## config.mk

```make
export PLATFORM = sky130hd
export DESIGN_NAME = hbs_grid_pos
export DESIGN_NICKNAME = d
export VERILOG_FILES = /design/src/design/hbs_pkg.sv /design/src/design/hbs_grid_pos.sv
export SDC_FILE = /design/constraint.sdc
export NUM_CORES = 1
export LEC_CHECK = 0
export ABC_AREA = 1
export BUFFER_PORTS_ARGS = -buffer_cell sky130_fd_sc_hd__buf_2
export CORE_MARGIN = 4
export CORE_UTILIZATION = 40
export DETAILED_ROUTE_END_ITERATION = 16
export SLEW_MARGIN = 30
export SYNTH_ARGS = -nofsm -noshare
export SYNTH_HDL_FRONTEND = slang
export SYNTH_SLANG_ARGS = --single-unit
```

## constraint.sdc

```tcl
create_clock -name clk_i -period 17.07 [get_ports clk_i]
set_input_delay 1.707 -clock clk_i [delete_from_list [all_inputs] [get_ports clk_i]]
set_output_delay 1.707 -clock clk_i [all_outputs]
set_load 0.05 [all_outputs]
```

## src/design/hbs_pkg.sv

```systemverilog
`timescale 1ns / 1ps
// ----------------------------------------------------------------------------
// hbs_pkg
// Shared constants, types and helpers of the heightmap bilinear sampler.
// ----------------------------------------------------------------------------
package hbs_pkg;

  localparam int unsigned MAX_COLUMNS   = 128;
  localparam int unsigned MAX_ROWS      = 128;
  localparam int unsigned FRACTION_BITS = 8;

  localparam int unsigned COL_W    = $clog2(MAX_COLUMNS);
  localparam int unsigned ROW_W    = $clog2(MAX_ROWS);
  localparam int unsigned IDX_W    = (COL_W > ROW_W) ? COL_W : ROW_W;
  localparam int unsigned SIZE_W   = IDX_W + 1;
  localparam int unsigned FRAC_W   = FRACTION_BITS;
  localparam int unsigned POS_W    = IDX_W + FRAC_W;
  localparam int unsigned ADDR_W   = $clog2(MAX_ROWS * MAX_COLUMNS);
  localparam int unsigned HEIGHT_W = 16;
  localparam int unsigned WORLD_W  = 24;
  localparam int unsigned INV_W    = 16;
  localparam int unsigned GAIN_W   = 16;
  localparam int unsigned GRID_W   = 8;
  localparam int unsigned CFG_DATA_W = 16;
  localparam int unsigned CFG_IDX_W  = 3;
  localparam int unsigned OUT_W    = 32;
  localparam int unsigned MODE_W   = 1;
  localparam int unsigned CELL_W   = 7;

  localparam logic [MODE_W-1:0] MODE_WRITE = 1'b0;
  localparam logic [MODE_W-1:0] MODE_QUERY = 1'b1;

  typedef enum logic [CFG_IDX_W-1:0] {
    CFG_GRID_WIDTH  = 3'd0,
    CFG_GRID_DEPTH  = 3'd1,
    CFG_INV_SCALE_X = 3'd2,
    CFG_INV_SCALE_Z = 3'd3,
    CFG_HEIGHT_GAIN = 3'd4
  } cfg_reg_e;

  typedef struct packed {
    logic [IDX_W-1:0]  idx;
    logic [IDX_W-1:0]  idx1;
    logic [FRAC_W-1:0] frac;
  } gpos_t;

  typedef struct packed {
    logic       cap_en;
    logic [1:0] cap_sel;
    logic       row_en;
    logic       mix_en;
    logic       gain_en;
  } blend_ctl_t;

  function automatic logic [SIZE_W-1:0] clamp_size(input logic [GRID_W-1:0] v,
                                                   input int unsigned hi);
    logic [SIZE_W-1:0] r;
    if (int'(v) < 2) begin
      r = SIZE_W'(2);
    end else if (int'(v) > int'(hi)) begin
      r = SIZE_W'(hi);
    end else begin
      r = SIZE_W'(v);
    end
    return r;
  endfunction

  function automatic logic [ADDR_W-1:0] cell_addr(input logic [IDX_W-1:0] row,
                                                  input logic [IDX_W-1:0] col);
    return ADDR_W'(row) * ADDR_W'(MAX_COLUMNS) + ADDR_W'(col);
  endfunction

endpackage

```

## src/design/hbs_grid_pos.sv

```systemverilog
`timescale 1ns / 1ps
// ----------------------------------------------------------------------------
// hbs_grid_pos
// One axis: world coordinate times inverse scale, centred and clamped to
// the grid, split into cell, far cell and fraction.
// ----------------------------------------------------------------------------
module hbs_grid_pos import hbs_pkg::*; (
  input  logic                      clk_i,
  input  logic                      load_i,
  input  logic signed [WORLD_W-1:0] world_i,
  input  logic [INV_W-1:0]          inv_i,
  input  logic [SIZE_W-1:0]         size_i,
  output gpos_t                     pos_o
);

  localparam int unsigned PROD_W = WORLD_W + INV_W + 1;
  localparam int unsigned T_W    = PROD_W + 1;
  localparam int unsigned SHIFT  = 16 - FRAC_W;
  localparam int unsigned Q_W    = T_W - 1 - SHIFT;

  logic signed [PROD_W-1:0] prod_d, prod_q;
  logic signed [T_W-1:0]    t;
  logic [Q_W-1:0]           q;
  logic [Q_W-1:0]           lim;
  logic [POS_W-1:0]         pos;
  logic [SIZE_W-1:0]        idx_inc;
  logic [SIZE_W-1:0]        size_m1;

  assign prod_d = world_i * $signed({1'b0, inv_i});

  always_ff @(posedge clk_i) begin
    if (load_i) begin
      prod_q <= prod_d;
    end
  end

  // add half the grid size at 16 fraction bits
  assign t       = T_W'(prod_q) + $signed(T_W'({size_i, 15'd0}));
  assign q       = t[T_W-2:SHIFT];
  assign size_m1 = size_i - SIZE_W'(1);
  assign lim     = Q_W'({size_m1, {FRAC_W{1'b0}}});

  always_comb begin
    if (t[T_W-1] || (t == '0)) begin
      pos = '0;
    end else if (q > lim) begin
      pos = POS_W'(lim);
    end else begin
      pos = q[POS_W-1:0];
    end
  end

  assign idx_inc    = SIZE_W'(pos[POS_W-1:FRAC_W]) + SIZE_W'(1);
  assign pos_o.idx  = pos[POS_W-1:FRAC_W];
  assign pos_o.frac = pos[FRAC_W-1:0];
  assign pos_o.idx1 = (idx_inc < size_i) ? idx_inc[IDX_W-1:0] : size_m1[IDX_W-1:0];

endmodule

```

==> metrics <==
normalized max-slew margin=0.4037; crit path max-delay cell type=a211oi_1; post-synthesis sequential area ratio=0.06862; CTS HTree Levels=2; post-route cell area=18870 sq um; ys flop type=edfxtp_1; Crit Path Category=in2out; total clock buffers created by CTS=5; largest net degree at the start of global routing=42; via count=14120; top-area cell type share of the netlist area=0.4218; Ys Warns=0; Initial Utilization=0.4049; # Post-CTS Setup Buffers=0; DPL Wire Length=37370 um; Max Freq=0.1101 GHz; Post-synth ARST share=0; CTS tree=yes; max-cap viol count=0; Regs by FF count=prod_q: 41 flops; initial antenna violation count=2; clk slew on worst S/H paths=about 0.050 ns; post-synth net total=between 2000 and 3000; Post-synth EDFFs=41; Iter 0 DRT Violations=between 800 and 900; filler cell count=4564; crit path launch type=primary input; ANT nets after route=0; fin. max-slew vios=0; Ports=72; Die ar.=48310 sq um; worst-margin pin slew=0.8890 ns; Min-Delay Path Class=in2reg; flops & latches, synth=41; Mapped Area=17940 sq um; Area contributors post-synth=fa_1, inv_1, nand2_1; DP Area=18730 sq um; Post-Route WL=45100 um; Hold Slack=between 1.5 and 2 ns; root buf cell=clkbuf_16; CTS resizes=0; router iterations before antenna repair=6; core area=44320 sq um; RePlAce Congestion=0.8914; # rows=77; Clock Sinks=41; wire length per cell=15.30 um; Tot GR Track Use=0.1951; aggregate global routing overflow=0; CP required=~15 ns; CP peak stage delay=roughly 0.7 ns; hold_buf cts=0; Unique masters post-synth=40; first-pass GRT wire length=between 70000 and 80000 um; setup TNS=0 ns; clk buf depth=2; setup repair after global routing missed its margin=no; outcome=finished clean; Reg with most FFs=prod_q; Register Area=1231 sq um; Final period util=0.5322; min Tclk post-route=9.085 ns; Multi-input gate area=13620 sq um; syn_area_per_cell=7.616 sq um; # nets final=2907; CP Capture Type=primary output; share of cells above drive strength 1=0.05013; Syn Inst Count=2356; max reg flops=between 40 and 50; via count of the first global-routing pass=15290; DRC viols=0; Area growth, synth to finish=5.160%; routed vias/inst=4.790; Die X=219.8 um; Hold Vio Cnt, Final=0; setup violators final=0; most used cell, CP=nand2_1; WP data arrival=approximately 7.4 ns; leading area contributor after synthesis=fa_1; number of port buffers=slightly above 70; CP Max Fanout=16; Die Y=around 220 um
## cells by family after synthesis
logic type | count (synthesis) | synth area share
simple gates | 826 | 0.1888
buf+inv | 821 | 0.1722
fa+ha+maj | 504 | 0.5096
compound gates | 109 | 0.03396
xor+xnor | 55 | 0.02685
flops | 41 | 0.06862
## critical path: cells and delay by family
family,cells,cell delay [ns]
compound gates,3,0.95
buf+inv,8,0.83
simple gates,20,2.12
xor+xnor,2,0.40
fa+ha+maj,5,1.34
## cells in the final DEF (no fill, tap or decap), drive strengths merged, types with 5 or more instances in the layout
| cell | n |
|---|---|
| o21ai | 29 |
| nor3 | 10 |
| fa | 378 |
| nor4 | 5 |
| a31oi | 9 |
| inv | 740 |
| clkbuf | 6 |
| nand3b | 8 |
| xnor2 | 23 |
| xor2 | 32 |
| buf | 71 |
| ha | 126 |
| edfxtp | 41 |
| nor2 | 86 |
| nand2 | 641 |
| nand4 | 12 |
| a21oi | 56 |
| nand3 | 61 |
## metrics by stage
| step | instances | setup WS (ns) | utilization |
|---|---|---|---|
| 6_report | 2947 | 7.985 | 0.4257 |
| 5_1_grt | 2946 | 7.539 | 0.4257 |
| 3_5_place_dp | 2938 | 8.100 | 0.4226 |
| 2_1_floorplan | 2356 | 8.616 | - |
| 4_1_cts | 2946 | 8.081 | 0.4257 |
| 3_3_place_gp | 2938 | 8.284 | 0.4226 |
## metal layers
layer | global-route usage | vias up | wire length [um]
met3 | 0.02496 | 86 | 2889
met2 | 0.3238 | 461 | 20330
met1 | 0.2764 | 6888 | 20840
met5 | 0 | - | 0
li1 | - | 6680 | -
met4 | 0.04040 | 0 | 1035
## synthesized netlist by cell type (2+ instances only)
master	instances
o21a_1	3
o21ai_0	27
o211ai_1	2
xnor2_1	23
nand3b_1	8
inv_2	6
fa_1	378
a21o_1	2
a21oi_1	56
a31oi_1	9
nand4_1	12
nor2_1	69
nor2_2	12
edfxtp_1	41
nand2_1	627
ha_1	126
nand2_2	13
nor3_1	9
nor4_1	5
nor2_4	5
clkbuf_1	80
xor2_1	32
inv_1	734
o21bai_1	2
nand3_1	60
## cell type report
type / instances / area share
sequential: 41 / 0.06525
inverter: 740 / 0.1472
clock inverter: 2 / 0.0005305
clock buffer: 6 / 0.006830
tap: 592 / 0.03926
timing repair buffer: 71 / 0.01883
antenna: 1 / 0.0001326
multi-input combinational: 1494 / 0.7219
## final timing paths
| kind | cells after the start | to | slack (ns) | start |
|---|---|---|---|---|
| setup / recovery | 38 | pos_o[11] | 7.99 | size_i[0] |
| hold / removal | 3 | prod_q[0]$_DFFE_PP_ | 1.97 | world_i[0] |
Power is left out: the tool's default activity adds up to more than one toggle a clock period on the data nets, which glitch-free logic cannot reach.
