$ cat src/design/hbs_pkg.sv
`timescale 1ns / 1ps
// ----------------------------------------------------------------------------
// hbs_pkg
// Shared constants, types and helpers of the heightmap bilinear sampler.
// ----------------------------------------------------------------------------
package hbs_pkg;

  localparam int unsigned MAX_COLUMNS   = 128;
  localparam int unsigned MAX_ROWS      = 128;
  localparam int unsigned FRACTION_BITS = 8;

  localparam int unsigned COL_W    = $clog2(MAX_COLUMNS);
  localparam int unsigned ROW_W    = $clog2(MAX_ROWS);
  localparam int unsigned IDX_W    = (COL_W > ROW_W) ? COL_W : ROW_W;
  localparam int unsigned SIZE_W   = IDX_W + 1;
  localparam int unsigned FRAC_W   = FRACTION_BITS;
  localparam int unsigned POS_W    = IDX_W + FRAC_W;
  localparam int unsigned ADDR_W   = $clog2(MAX_ROWS * MAX_COLUMNS);
  localparam int unsigned HEIGHT_W = 16;
  localparam int unsigned WORLD_W  = 24;
  localparam int unsigned INV_W    = 16;
  localparam int unsigned GAIN_W   = 16;
  localparam int unsigned GRID_W   = 8;
  localparam int unsigned CFG_DATA_W = 16;
  localparam int unsigned CFG_IDX_W  = 3;
  localparam int unsigned OUT_W    = 32;
  localparam int unsigned MODE_W   = 1;
  localparam int unsigned CELL_W   = 7;

  localparam logic [MODE_W-1:0] MODE_WRITE = 1'b0;
  localparam logic [MODE_W-1:0] MODE_QUERY = 1'b1;

  typedef enum logic [CFG_IDX_W-1:0] {
    CFG_GRID_WIDTH  = 3'd0,
    CFG_GRID_DEPTH  = 3'd1,
    CFG_INV_SCALE_X = 3'd2,
    CFG_INV_SCALE_Z = 3'd3,
    CFG_HEIGHT_GAIN = 3'd4
  } cfg_reg_e;

  typedef struct packed {
    logic [IDX_W-1:0]  idx;
    logic [IDX_W-1:0]  idx1;
    logic [FRAC_W-1:0] frac;
  } gpos_t;

  typedef struct packed {
    logic       cap_en;
    logic [1:0] cap_sel;
    logic       row_en;
    logic       mix_en;
    logic       gain_en;
  } blend_ctl_t;

  function automatic logic [SIZE_W-1:0] clamp_size(input logic [GRID_W-1:0] v,
                                                   input int unsigned hi);
    logic [SIZE_W-1:0] r;
    if (int'(v) < 2) begin
      r = SIZE_W'(2);
    end else if (int'(v) > int'(hi)) begin
      r = SIZE_W'(hi);
    end else begin
      r = SIZE_W'(v);
    end
    return r;
  endfunction

  function automatic logic [ADDR_W-1:0] cell_addr(input logic [IDX_W-1:0] row,
                                                  input logic [IDX_W-1:0] col);
    return ADDR_W'(row) * ADDR_W'(MAX_COLUMNS) + ADDR_W'(col);
  endfunction

endpackage

$ cat src/design/hbs_blend.sv
`timescale 1ns / 1ps
// ----------------------------------------------------------------------------
// hbs_blend
// Bilinear blend of four neighbour heights, height gain and saturation.
// ----------------------------------------------------------------------------
module hbs_blend import hbs_pkg::*; (
  input  logic                       clk_i,
  input  blend_ctl_t                 ctl_i,
  input  logic signed [HEIGHT_W-1:0] rdata_i,
  input  logic [FRAC_W-1:0]          fx_i,
  input  logic [FRAC_W-1:0]          fz_i,
  input  logic signed [GAIN_W-1:0]   gain_i,
  output logic signed [OUT_W-1:0]    result_o
);

  localparam int unsigned RW   = HEIGHT_W + FRAC_W + 2;
  localparam int unsigned MW   = HEIGHT_W + 2 * FRAC_W + 1;
  localparam int unsigned GW   = MW + GAIN_W;
  localparam int unsigned SH_W = GW - 2 * FRAC_W;

  logic signed [HEIGHT_W-1:0] h_q [4];
  logic [FRAC_W:0]            wx0, wz0;
  logic signed [FRAC_W+1:0]   wx0_s, wz0_s, fx_s, fz_s;
  logic signed [RW-1:0]       row0_d, row1_d, row0_q, row1_q;
  logic signed [MW-1:0]       mix_d, mix_q;
  logic signed [GW-1:0]       gain_d, gain_q;
  logic [SH_W-1:0]            sh;

  assign wx0   = (FRAC_W+1)'(1) << FRAC_W;
  assign wz0   = (FRAC_W+1)'(1) << FRAC_W;
  assign wx0_s = $signed({1'b0, wx0 - (FRAC_W+1)'(fx_i)});
  assign wz0_s = $signed({1'b0, wz0 - (FRAC_W+1)'(fz_i)});
  assign fx_s  = $signed({2'b00, fx_i});
  assign fz_s  = $signed({2'b00, fz_i});

  assign row0_d = h_q[0] * wx0_s + h_q[1] * fx_s;
  assign row1_d = h_q[2] * wx0_s + h_q[3] * fx_s;
  assign mix_d  = row0_q * wz0_s + row1_q * fz_s;
  assign gain_d = mix_q * gain_i;

  always_ff @(posedge clk_i) begin
    if (ctl_i.cap_en) begin
      h_q[ctl_i.cap_sel] <= rdata_i;
    end
    if (ctl_i.row_en) begin
      row0_q <= row0_d;
      row1_q <= row1_d;
    end
    if (ctl_i.mix_en) begin
      mix_q <= mix_d;
    end
    if (ctl_i.gain_en) begin
      gain_q <= gain_d;
    end
  end

  // floor shift, then saturate to the 32-bit range
  assign sh = gain_q[GW-1:2*FRAC_W];

  always_comb begin
    if ((&sh[SH_W-1:OUT_W-1]) || !(|sh[SH_W-1:OUT_W-1])) begin
      result_o = $signed(sh[OUT_W-1:0]);
    end else if (sh[SH_W-1]) begin
      result_o = $signed({1'b1, {(OUT_W-1){1'b0}}});
    end else begin
      result_o = $signed({1'b0, {(OUT_W-1){1'b1}}});
    end
  end

endmodule

$ cat config.mk
export PLATFORM = sky130hd
export DESIGN_NAME = hbs_blend
export DESIGN_NICKNAME = d
export VERILOG_FILES = /design/src/design/hbs_pkg.sv /design/src/design/hbs_blend.sv
export SDC_FILE = /design/constraint.sdc
export NUM_CORES = 2
export LEC_CHECK = 0
export ABC_AREA = 1
export BUFFER_PORTS_ARGS = -buffer_cell sky130_fd_sc_hd__buf_2
export CAP_MARGIN = 25
export CORE_MARGIN = 2
export CORE_UTILIZATION = 59
export CTS_BUF_LIST = sky130_fd_sc_hd__clkbuf_4
export CTS_CLUSTER_SIZE = 40
export DETAILED_ROUTE_END_ITERATION = 16
export GPL_TIMING_DRIVEN = 0
export PLACE_DENSITY = 0.79
export SLEW_MARGIN = 20
export SYNTH_ARGS = -nofsm -noshare
export SYNTH_HDL_FRONTEND = slang
export SYNTH_SLANG_ARGS = --single-unit
export TNS_END_PERCENT = 5
$ cat constraint.sdc
create_clock -name clk_i -period 6.9 [get_ports clk_i]
set_input_delay 0 -clock clk_i [delete_from_list [all_inputs] [get_ports clk_i]]
set_output_delay 0 -clock clk_i [all_outputs]
set_load 0.05 [all_outputs]
==> impl_metrics.env <==
export IMPL_cts_htree_levels=4
export IMPL_slew_violations=0
export IMPL_synthSimpleGateAreaFrac=0.147
export IMPL_syn_area_per_cell_um2=8.07
export IMPL_wire_per_inst_um=18.7
export IMPL_cts_tree="yes"
export IMPL_synth_top_family_by_area="adder cells"
export IMPL_period_share=0.973
export IMPL_place_area_um2=64500
export IMPL_final_cells=9245
export IMPL_clock_fmax_mhz=149
export IMPL_min_period_ns=6.72
export IMPL_die_area_um2=108000
export IMPL_dp_hpwl_um=150000
export IMPL_grt_pass1_wl_um=275000
export IMPL_io_pins=87
export IMPL_worst_setup_path_end_kind="flip-flop"
export IMPL_cts_root_buf="clkbuf_4"
export IMPL_drt_pass1_iterations=6
export IMPL_grt_usage=0.335
export IMPL_die_h_um=329
export IMPL_grt_pass1_vias=51800
export IMPL_critPathRequiredTime_ns=7.35
export IMPL_synthTopCellsByArea="fa_1, inv_1, nand2_1, edfxtp_1, ha_1"
export IMPL_final_area_um2=65200
export IMPL_overflow=0
export IMPL_rsz0062_at_grt="true"
export IMPL_gp_congestion=0.972
export IMPL_ys_seq_elements=182
export IMPL_synth_top_cell_area_share=0.459
export IMPL_first_iter_violations=4386
export IMPL_synth_cells_most_frequent="inv_1, nand2_1, fa_1, nor2_1, ha_1"
export IMPL_rows=119
export IMPL_vias=48500
export IMPL_yosysUniqueCellTypes=43
export IMPL_yosysMostFrequentCell="inv_1"
export IMPL_cts_inserted_buffers=17
export IMPL_synth_fa_ha_area_frac=0.543
export IMPL_outcome="complete, no violations"
export IMPL_final_critical_path_setup_slack_ns=0.184
export IMPL_areaGrowthSynthToFinish_pct=4.59
export IMPL_io_buffers=63
export IMPL_hold_viol=0
export IMPL_ys_warnings_count=0
export IMPL_synth_xor_area_frac=0.0170
export IMPL_layout_drive_gt1_share=0.0330
export IMPL_dpl_worst_slack_ns=-1.79
export IMPL_routed_via_density=5.25
export IMPL_critPathMaxFanout=10
export IMPL_seq_area_frac_synth=0.0877
export IMPL_synth_edf_count=182
export IMPL_worst_pin_slew_ns=1.07
export IMPL_ant_nets=0
export IMPL_ctsLongestPathBuffers=2
export IMPL_synth_compound_area_frac=0.0266
export IMPL_tns_ns=0
export IMPL_wirelength_um=173000
export IMPL_cts_sinks=182
export IMPL_slew_headroom=0.289
export IMPL_die_x_um=329
export IMPL_syn_inst=7721
export IMPL_slowest_stage="fa_1"
export IMPL_placedCellCount=9182
export IMPL_setup_viol=0
export IMPL_grt_max_degree=35
export IMPL_syn_area_um2=62300
export IMPL_hp_class="in -> reg"
export IMPL_yosys_area_top_type="fa_1"
export IMPL_worstSetupStartpointType="input port"
export IMPL_slowest_delay_ns=0.62
export IMPL_synthFlopType="edfxtp_1"
export IMPL_clk_pin_slew_ns=0.15
export IMPL_synth_nets=9626
export IMPL_cp_arrival_ns=7.17
export IMPL_core_area_um2=105000
export IMPL_clock_latency_ns=0.77
export IMPL_finClkSkew_ns=0.0180
export IMPL_maxCapViolations=0
export IMPL_drc_errors=0
export IMPL_layout_nets=9742
export IMPL_critPathKind="in -> reg"
export IMPL_muxShareOfSynthArea=0
export IMPL_grt_antenna_before_repair=7
export IMPL_start_util=0.594
export IMPL_synthArstFlopShare=0
-- kinds of logic (layout without fill, tap and decap cells) --
family / Yosys count / after routing
buffers and inverters: 2932 / 3061
adder cells (fa/ha/maj): 1850 / 1850
AO/OA/AOI/OAI: 296 / 296
XOR/XNOR: 121 / 121
other: 0 / 4
flip-flops: 182 / 182
AND/OR/NAND/NOR: 2340 / 2340
-- final cells by class --
cell class              count  area, µm²
fillers                  9083      39800
repair buffers            106        743
diodes                      4       10.0
flip-flops and latches    182       5470
inverters                2646       9940
clock buffers              20        150
plain buffers             277       1200
well taps                1391       1740
clock inverters            12        126
multi-input cells        4607      45800
-- state kept, by name, summed over array words and instances, names as in the netlist --
register / flops
gain_q: 33
mix_q: 33
h_q: 64
row1_q: 26
row0_q: 26
-- path summary, 6_finish.rpt --
check | from | end | slack, ns | cells after the start
worst max-delay path | fx_i[1] | row0_q[25]$_DFFE_PP_ | 0.18 | 30
worst min-delay path | rdata_i[1] | h_q[2][1]$_DFFE_PP_ | 0.09 | 2
worst max register to register | mix_q[2]$_DFFE_PP_ | gain_q[22]$_DFFE_PP_ | 0.20 | 23
worst min register to register | h_q[0][0]$_DFFE_PP_ | row0_q[0]$_DFFE_PP_ | 0.73 | 3
-- placed cells by master, fill, tap and decap left out, types with 11 or more instances in the layout --
cell type | netlist | layout
a21o_1 | 16 | 16
a21oi_1 | 142 | 140
buf_1 | 11 | 11
buf_2 | 15 | 77
clkbuf_1 | 211 | 172
clkbuf_2 | 41 | 69
clkbuf_4 | 0 | 23
dlygate4sd3_1 | 0 | 34
edfxtp_1 | 182 | 182
fa_1 | 1429 | 1428
ha_1 | 421 | 420
inv_1 | 2642 | 2641
nand2_1 | 1663 | 1662
nand3_1 | 106 | 106
nand4_1 | 17 | 17
nor2_1 | 466 | 466
nor2_2 | 31 | 31
nor3_1 | 24 | 20
o21a_1 | 13 | 13
o21ai_0 | 81 | 79
o21bai_1 | 20 | 20
or2_2 | 11 | 11
xnor2_1 | 42 | 41
xor2_1 | 79 | 78
-- per-stage QoR --
stage                     hold slack (ns)  utilization
after detailed placement            0.237        0.614
after global placement              0.241        0.613
after floorplan                    0.0989            -
after global routing               0.0397        0.621
final                              0.0854        0.621
after CTS                          0.0124        0.620
-- repair_timing --
| action | in CTS | in global routing |
|---|---|---|
| setup buffers | 0 | 2 |
| setup endpoints to repair | 36 | 42 |
| hold buffers | 34 | 0 |
| hold endpoints to repair | 246 | 0 |
| gates resized for setup | 11 | 59 |
-- critical path, delay by kind of cell --
kind          cells  cell delay, ns
fa+ha+maj         8            3.53
simple gates     12            2.13
buf+inv          10            1.46
-- per-layer routing --
layer  track usage  part of all wire  vias up
met3        0.0657             0.093      584
li1              -                 -    21700
met2         0.549              0.47     2312
met5             0          0.000075        -
met1         0.418              0.37    24000
met4         0.185             0.065        2
Power is left out: the tool's default activity adds up to more than one toggle a clock period on the data nets, which glitch-free logic cannot reach.
